--- src/hw/rtl/bra_pkg.sv ---
`timescale 1ns / 1ps
// ----------------------------------------------------------------------------
// bra_pkg
// Shared types and constants for the bitmap run allocator.
// ----------------------------------------------------------------------------
package bra_pkg;

    typedef enum logic [1:0] {
        MODE_CLEAR = 2'd0,
        MODE_TEST  = 2'd1,
        MODE_WRITE = 2'd2,
        MODE_SCAN  = 2'd3
    } t_mode;

    typedef enum logic [1:0] {
        S_IDLE  = 2'd0,
        S_TEST  = 2'd1,
        S_WRITE = 2'd2,
        S_SCAN  = 2'd3
    } t_state;

    // addressable resources are limited by the 10-bit index
    localparam int unsigned INDEX_BYTES = 128;
    localparam logic [7:0]  MAP_BYTES_RESET = 8'd128;
    localparam logic [0:0]  REG_MAP_BYTES = 1'b0;

endpackage

--- src/hw/rtl/bitmap_run_allocator_unit.sv ---
`timescale 1ns / 1ps
// ----------------------------------------------------------------------------
// bitmap_run_allocator_unit
// Bit-per-resource usage map in a byte-wide memory with first-fit search
// for a run of free resources.
// ----------------------------------------------------------------------------
//  channel  | direction | handshake                     | payload
//  ---------+-----------+-------------------------------+-----------------------------
//  request  | in        | start, busy (beat: start&!busy)| i_mode, i_bit_index,
//           |           |                               | i_bit_value, i_run_length
//  result   | out       | o_done, one cycle, no stall   | o_found, o_run_start,
//           |           |                               | o_tested_bit
//  config   | in/out    | apb (psel penable pwrite ...)  | map_bytes at address 0
//
//  clear all: result in the cycle after the beat, busy never rises
//  test / write: one memory read (plus write-back), result registered after S_TEST/S_WRITE;
//  an index outside the map answers in the cycle after the beat, like clear all
//  scan: one map byte per cycle through the memory read port; at most
//  min(map_bytes, depth) bytes, result in the cycle after the hit or last byte
//  reset clears the per-entry valid bits at once, so no clearing pass
//  results cannot be stalled; each is shown for exactly one cycle
// ----------------------------------------------------------------------------
module bitmap_run_allocator_unit #(
    parameter int unsigned MAP_BYTES_MAX = 128
) (
    input  logic        i_clk,
    input  logic        i_rst_n,
    input  logic        start,
    output logic        busy,
    input  logic [1:0]  i_mode,
    input  logic [9:0]  i_bit_index,
    input  logic        i_bit_value,
    input  logic [10:0] i_run_length,
    output logic        o_done,
    output logic        o_found,
    output logic [9:0]  o_run_start,
    output logic        o_tested_bit,
    input  logic        psel,
    input  logic        penable,
    input  logic        pwrite,
    input  logic [2:0]  paddr,
    input  logic [31:0] pwdata,
    output logic [31:0] prdata,
    output logic        pready
);

    localparam int unsigned DEPTH = (MAP_BYTES_MAX < bra_pkg::INDEX_BYTES) ?
                                    MAP_BYTES_MAX : bra_pkg::INDEX_BYTES;
    localparam int unsigned AW = (DEPTH > 1) ? $clog2(DEPTH) : 1;

    // byte memory with one valid bit per entry
    logic [7:0]       mem [DEPTH];
    logic [DEPTH-1:0] r_valid;
    logic [7:0]       r_rd_q;
    logic             r_rd_valid;

    bra_pkg::t_state r_state, n_state;
    logic [7:0]      r_map_bytes;
    logic [AW-1:0]   r_addr, n_addr;
    logic [2:0]      r_pos, n_pos;
    logic            r_val, n_val;
    logic [10:0]     r_want, n_want;
    logic [10:0]     r_run, n_run;
    logic            r_done, n_done;
    logic            r_found, n_found;
    logic [9:0]      r_start, n_start;
    logic            r_tested, n_tested;

    logic            accept;
    logic            cfg_wr;
    logic [7:0]      eff_bytes;
    logic [10:0]     active_bits;
    logic            idx_in_range;
    logic [7:0]      byte_q;
    logic [7:0]      wr_byte;
    logic            mem_we;
    logic            clear_all;
    logic            last_byte;
    logic            hit;
    logic [2:0]      hit_k;
    logic [10:0]     scan_run;
    logic [10:0]     hit_start;

    assign accept  = start && !busy;
    assign busy    = (r_state != bra_pkg::S_IDLE);
    assign pready  = 1'b1;
    assign cfg_wr  = psel && penable && pwrite && pready && (paddr[2] == bra_pkg::REG_MAP_BYTES);
    assign prdata  = (paddr[2] == bra_pkg::REG_MAP_BYTES) ? {24'd0, r_map_bytes} : 32'd0;

    assign o_done       = r_done;
    assign o_found      = r_found;
    assign o_run_start  = r_start;
    assign o_tested_bit = r_tested;

    assign eff_bytes    = (r_map_bytes > 8'(DEPTH)) ? 8'(DEPTH) : r_map_bytes;
    assign active_bits  = {eff_bytes, 3'b000};
    assign idx_in_range = ({1'b0, i_bit_index[9:3]} < eff_bytes);
    assign byte_q       = r_rd_valid ? r_rd_q : 8'h00;
    assign last_byte    = ((8'(r_addr) + 8'd1) == eff_bytes);

    // write-back byte for a single bit update
    always_comb begin
        wr_byte        = byte_q;
        wr_byte[r_pos] = r_val;
    end

    // run counter over the eight bits of the current byte
    always_comb begin
        scan_run = r_run;
        hit      = 1'b0;
        hit_k    = 3'd0;
        for (int k = 0; k < 8; k++) begin
            if (!hit) begin
                if (byte_q[k]) begin
                    scan_run = 11'd0;
                end else begin
                    scan_run = scan_run + 11'd1;
                end
                if (scan_run == r_want) begin
                    hit   = 1'b1;
                    hit_k = 3'(k);
                end
            end
        end
        hit_start = 11'({r_addr, hit_k}) + 11'd1 - r_want;
    end

    always_ff @(posedge i_clk) begin
        if (!i_rst_n) begin
            r_map_bytes <= bra_pkg::MAP_BYTES_RESET;
        end else if (cfg_wr) begin
            r_map_bytes <= pwdata[7:0];
        end
    end

    always_ff @(posedge i_clk) begin
        if (!i_rst_n) begin
            r_state <= bra_pkg::S_IDLE;
            r_done  <= 1'b0;
        end else begin
            r_state <= n_state;
            r_done  <= n_done;
        end
    end

    always_ff @(posedge i_clk) begin
        r_addr   <= n_addr;
        r_pos    <= n_pos;
        r_val    <= n_val;
        r_want   <= n_want;
        r_run    <= n_run;
        r_found  <= n_found;
        r_start  <= n_start;
        r_tested <= n_tested;
    end

    always_comb begin
        n_state   = r_state;
        n_addr    = r_addr;
        n_pos     = r_pos;
        n_val     = r_val;
        n_want    = r_want;
        n_run     = r_run;
        n_done    = 1'b0;
        n_found   = 1'b0;
        n_start   = 10'd0;
        n_tested  = 1'b0;
        mem_we    = 1'b0;
        clear_all = 1'b0;
        unique case (r_state)
            bra_pkg::S_IDLE: begin
                if (accept) begin
                    n_pos  = i_bit_index[2:0];
                    n_val  = i_bit_value;
                    n_want = (i_run_length == 11'd0) ? 11'd1 : i_run_length;
                    n_run  = 11'd0;
                    unique case (bra_pkg::t_mode'(i_mode)) inside
                        bra_pkg::MODE_CLEAR: begin
                            clear_all = 1'b1;
                            n_done    = 1'b1;
                        end
                        bra_pkg::MODE_TEST, bra_pkg::MODE_WRITE: begin
                            n_addr = AW'(i_bit_index[9:3]);
                            if (idx_in_range) begin
                                n_state = (bra_pkg::t_mode'(i_mode) == bra_pkg::MODE_TEST) ?
                                          bra_pkg::S_TEST : bra_pkg::S_WRITE;
                            end else begin
                                n_done = 1'b1;
                            end
                        end
                        bra_pkg::MODE_SCAN: begin
                            n_addr = '0;
                            if (eff_bytes == 8'd0) begin
                                n_done = 1'b1;
                            end else begin
                                n_state = bra_pkg::S_SCAN;
                            end
                        end
                        default: begin
                            n_done = 1'b1;
                        end
                    endcase
                end
            end
            bra_pkg::S_TEST: begin
                n_done   = 1'b1;
                n_tested = byte_q[r_pos];
                n_state  = bra_pkg::S_IDLE;
            end
            bra_pkg::S_WRITE: begin
                mem_we  = 1'b1;
                n_done  = 1'b1;
                n_state = bra_pkg::S_IDLE;
            end
            bra_pkg::S_SCAN: begin
                n_run = scan_run;
                if (hit) begin
                    n_done  = 1'b1;
                    n_found = 1'b1;
                    n_start = hit_start[9:0];
                    n_state = bra_pkg::S_IDLE;
                end else if (last_byte) begin
                    n_done  = 1'b1;
                    n_state = bra_pkg::S_IDLE;
                end else begin
                    n_addr = r_addr + AW'(1);
                end
            end
            default: begin
                n_state = bra_pkg::S_IDLE;
            end
        endcase
    end

    // memory: one read and one write port, read data registered
    always_ff @(posedge i_clk) begin
        if (mem_we) begin
            mem[r_addr] <= wr_byte;
        end
        r_rd_q <= mem[n_addr];
    end

    always_ff @(posedge i_clk) begin
        if (!i_rst_n) begin
            r_valid    <= '0;
            r_rd_valid <= 1'b0;
        end else begin
            r_rd_valid <= r_valid[n_addr] && !(mem_we && (n_addr == r_addr)) && !clear_all;
            if (clear_all) begin
                r_valid <= '0;
            end else if (mem_we) begin
                r_valid[r_addr] <= 1'b1;
            end
        end
    end

`ifndef NO_ASSERTIONS
    a_clear_one_cycle: assert property (@(posedge i_clk) disable iff (!i_rst_n)
        accept && (i_mode == bra_pkg::MODE_CLEAR) |=> o_done && !o_found && !busy)
        else $error("clear-all did not complete in one cycle");

    a_scan_addr_in_map: assert property (@(posedge i_clk) disable iff (!i_rst_n)
        (r_state == bra_pkg::S_SCAN) |-> (8'(r_addr) < eff_bytes))
        else $error("scan address beyond map");

    a_found_in_map: assert property (@(posedge i_clk) disable iff (!i_rst_n)
        o_done && o_found |-> ({1'b0, o_run_start} < active_bits))
        else $error("run start outside active map");

    a_result_kinds: assert property (@(posedge i_clk) disable iff (!i_rst_n)
        o_done |-> !(o_found && o_tested_bit))
        else $error("scan and test result mixed");

    a_no_spurious_done: assert property (@(posedge i_clk) disable iff (!i_rst_n)
        o_done |-> $past(busy) || $past(start))
        else $error("result without a request");
`endif

endmodule

--- config.mk ---
export PLATFORM = sky130hd
export DESIGN_NAME = bitmap_run_allocator_unit
export DESIGN_NICKNAME = d
export VERILOG_FILES = /design/src/hw/rtl/bra_pkg.sv /design/src/hw/rtl/bitmap_run_allocator_unit.sv
export SDC_FILE = /design/constraint.sdc
export NUM_CORES = 2
export LEC_CHECK = 0
export ABC_CLOCK_PERIOD_IN_PS = 25800
export BUFFER_PORTS_ARGS = -buffer_cell sky130_fd_sc_hd__buf_4
export CAP_MARGIN = 20
export CORE_MARGIN = 4
export CORE_UTILIZATION = 42
export CTS_CLUSTER_DIAMETER = 60
export DETAILED_ROUTE_END_ITERATION = 7
export MAX_ROUTING_LAYER = met4
export PLACE_DENSITY_LB_ADDON = 0.08
export RECOVER_POWER = 50
export SYNTH_ARGS = -nofsm -noshare
export SYNTH_HDL_FRONTEND = slang
export SYNTH_SLANG_ARGS = --single-unit
--- constraint.sdc ---
create_clock -name i_clk -period 25.8 [get_ports i_clk]
set_input_delay 2.58 -clock i_clk [delete_from_list [all_inputs] [get_ports i_clk]]
set_output_delay 2.58 -clock i_clk [all_outputs]
set_load 0.1 [all_outputs]
==> summary.md <==
| Metric | Value |
|---|---|
| Status | `complete, but fails checks` |
| Failing checks | `capacitance limit, slew limit` |
| Routed wl met3 | `11470 um` |
| HPWL after DPL | `113600 um` |
| Cell Pwr Density | `103.0 nW/um^2` |
| N_diodes | `0` |
| Synth async-reset ratio | `0%` |
| Initial Util | `42.35%` |
| Synth area leader | `edfxtp_1` |
| CP Capture Type | `flop` |
| Rel. slew slack | `-234.2%` |
| Port Buf Inserts | `60` |
| Initial antenna violation count | `2` |
| DR WL met2 | `83570 um` |
| Worst-path clk slew | `0.06 ns` |
| Required @ worst endpoint | `26.42 ns` |
| Distinct cells, synth | `134` |
| EDFF count, synth | `1050` |
| Clock root buffer | `clkbuf_16` |
| Slew Limit Fails | `1054` |
| CTS tree | `yes` |
| Drt pass-1 iters | `7` |
| Highest routed metal layer | `met4` |
| First-pass GRT wire length | `265700 um` |
| Largest net degree at the start of global routing | `150` |
| Drt drc | `0` |
| Synth top cells by count | `1050 x edfxtp_1, 747 x nand2_1, 329 x nand3_1, 291 x nor2_1, 253 x mux2i_1` |
| Drt wl/cell | `26.59 um` |
| CTS hold repair buffers | `0` |
| Area Growth Syn to Fin | `10.68%` |
| Worst slew pin tran | `5.013 ns` |
| Min cycle time layout | `19.48 ns` |
| Crit-path most repeated cell | `nand2_1` |
| Total die area | `142900 sq um` |
| Total gr overflow | `0` |
| Pre-CTS setup slack | `7.659 ns` |
| RSZ-0062 raised after global routing | `false` |
| CORE AREA | `135800 sq um` |
| Setup TNS | `0 ns` |
| Fin. Hold Viols | `0` |
| Worst setup path startpoint | `r_rd_valid` |
| H-tree levels | `4` |
| Crit path DAT | `20.10 ns` |
| Tot GR Track Use | `25.72%` |
| Layout cells sized above 1 | `8.375%` |
| Synth top area share | `54.82%` |
| Nets | `5031` |
| Tcrit/Tclk final | `75.52%` |
| Max IR drop VDD | `0.06624 mV` |
| Clk_skew | `0.04022 ns` |
| Top-count cell post-synth | `edfxtp_1` |
| Sequential share of the synthesized area | `60.63%` |
| Postcts setup bufs | `0` |
| Initial drt markers | `3901` |
| Startpoint types | `flop` |
| CP max stage cell | `clkbuf_1` |
| Met1 wire length | `82050 um` |
| Detailed-route via count | `40750` |
| Synthesized instance count | `4978` |
| Delay-heaviest family, CP | `simple AND/OR/NAND/NOR gates` |
| Critical path type | `reg2reg` |
| Post-cts sizing count | `0` |
| Clock tree buffer depth | `3` |
| Post-DRT Antenna Nets | `0` |
| Synth Flop Type | `edfxtp_1` |
| Final wirelength | `181300 um` |
| RePlAce Congestion | `0.9016` |
| CTS Sinks | `1217` |
| Final setup fails | `0` |
| Cell Area, Synth | `57520 sq um` |
| FP Rows | `135` |
| Synth area leaders | `edfxtp_1 55%, dfxtp_1 5.8%, nand2_1 4.9%` |
| Seq cells post-synth | `1217` |
| TritonCTS buffer count | `138` |
| Yosys warns | `0` |
| WP buf/inv | `9` |
| Number of max-cap violations | `17` |
| CP max FO | `142` |
| Reg-to-reg slack, setup | `6.32 ns` |
| Avg Cell Area, Syn | `11.55 sq um` |
| Hold path startpoint | `r_valid[49]` |
| IO Pins | `112` |
| Hold Crit Class | `reg2reg` |
| DR vias/cell | `5.975` |
| Chip width | `378.1 um` |
| Fmax | `0.05133 GHz` |
| Reg2reg start | `r_rd_valid` |
| Leak | `21.26 nW` |
| Vias in the first global route | `38520` |
| Clk_lat worst skew | `0.76 ns` |
| Largest stage delay, worst path | `1.13 ns` |
| Die Y | `378.1 um` |
| Final worst slack | `6.317 ns` |
-- cells in the final DEF, fill, tap and decap left out, types with 31 or more instances in the layout --
master,instances
inv_1,44
o21a_1,150
clkbuf_1,77
nand3_1,329
and2_1,34
a31oi_1,49
nor4_1,36
nand2_1,746
nor3_1,79
mux2i_1,253
buf_4,108
o211ai_1,55
dfxtp_1,167
and3_1,63
or3_1,31
nor2_1,291
edfxtp_1,1050
o21ai_1,56
xnor2_1,60
a211oi_1,35
a221oi_1,61
clkbuf_16,142
o2111ai_1,68
o21ai_0,127
a21oi_1,235
nand4_1,46
ha_1,40
-- flip-flops by register name, summed over array words and instances (netlist names) --
register and count:
mem 1024, r_valid 128, r_run 11, r_want 11
o_run_start 10, r_map_bytes 8, r_rd_q 8, r_addr 7
r_pos 3, r_state 2, o_done 1, o_found 1
o_tested_bit 1, r_rd_valid 1, r_val 1
-- per-stage QoR --
stage               cells  util, %  cell area, sq um  hold slack [ns]  power (W)
global placement     6553    43.71             59360           0.4448   0.004634
global route         6820    46.88             63660           0.4734   0.006846
detailed placement   6556    43.73             59390           0.4504   0.004643
floorplan            5001        -             57610           0.4338   0.003849
finish               6820    46.88             63660           0.4615   0.006556
CTS                  6810    46.98             63800           0.4658   0.006549
-- where the power goes --
part	switching, W	internal, W	total, W
combinational	0.00164	0.000680	0.00232
clock	0.000798	0.00110	0.00190
sequential	0.0000453	0.00229	0.00234
total	0.00249	0.00407	0.00656
-- final timing paths --
kind,endpoint,depth (start not counted)
setup / recovery,r_rd_q[7],55
hold reg to reg,r_valid[49],1
setup reg to reg,r_rd_q[7],55
hold / removal,r_valid[49],1
-- routing by layer --
metal	track usage, %	up-vias
met1	35.66	20440
met3	4.180	241
met5	-	-
met4	6.460	0
li1	-	18710
met2	39.70	1356
-- cell type report --
cell class	count	area [sq um]
clock inverter	64	613.1
multi-input combinational	3351	20780
tap	1781	2228
fill	12410	72140
sequential	1217	34870
clock buffer	190	3794
inverter	58	230.2
timing repair buffer	159	1140
-- logic make-up after synthesis --
kind of cell,count (synthesis),share of synthesized area [%]
xor gates and xnor gates,92,1.618
buffers and inverters,433,3.467
other,2,0.01306
and+or+nand+nor,1812,14.93
muxes,275,4.888
AOI/OAI and AO/OA,1106,13.55
adders and majority gates,41,0.9049
DFF,1217,60.63
Note: power is estimated with default switching activity, not from simulation.
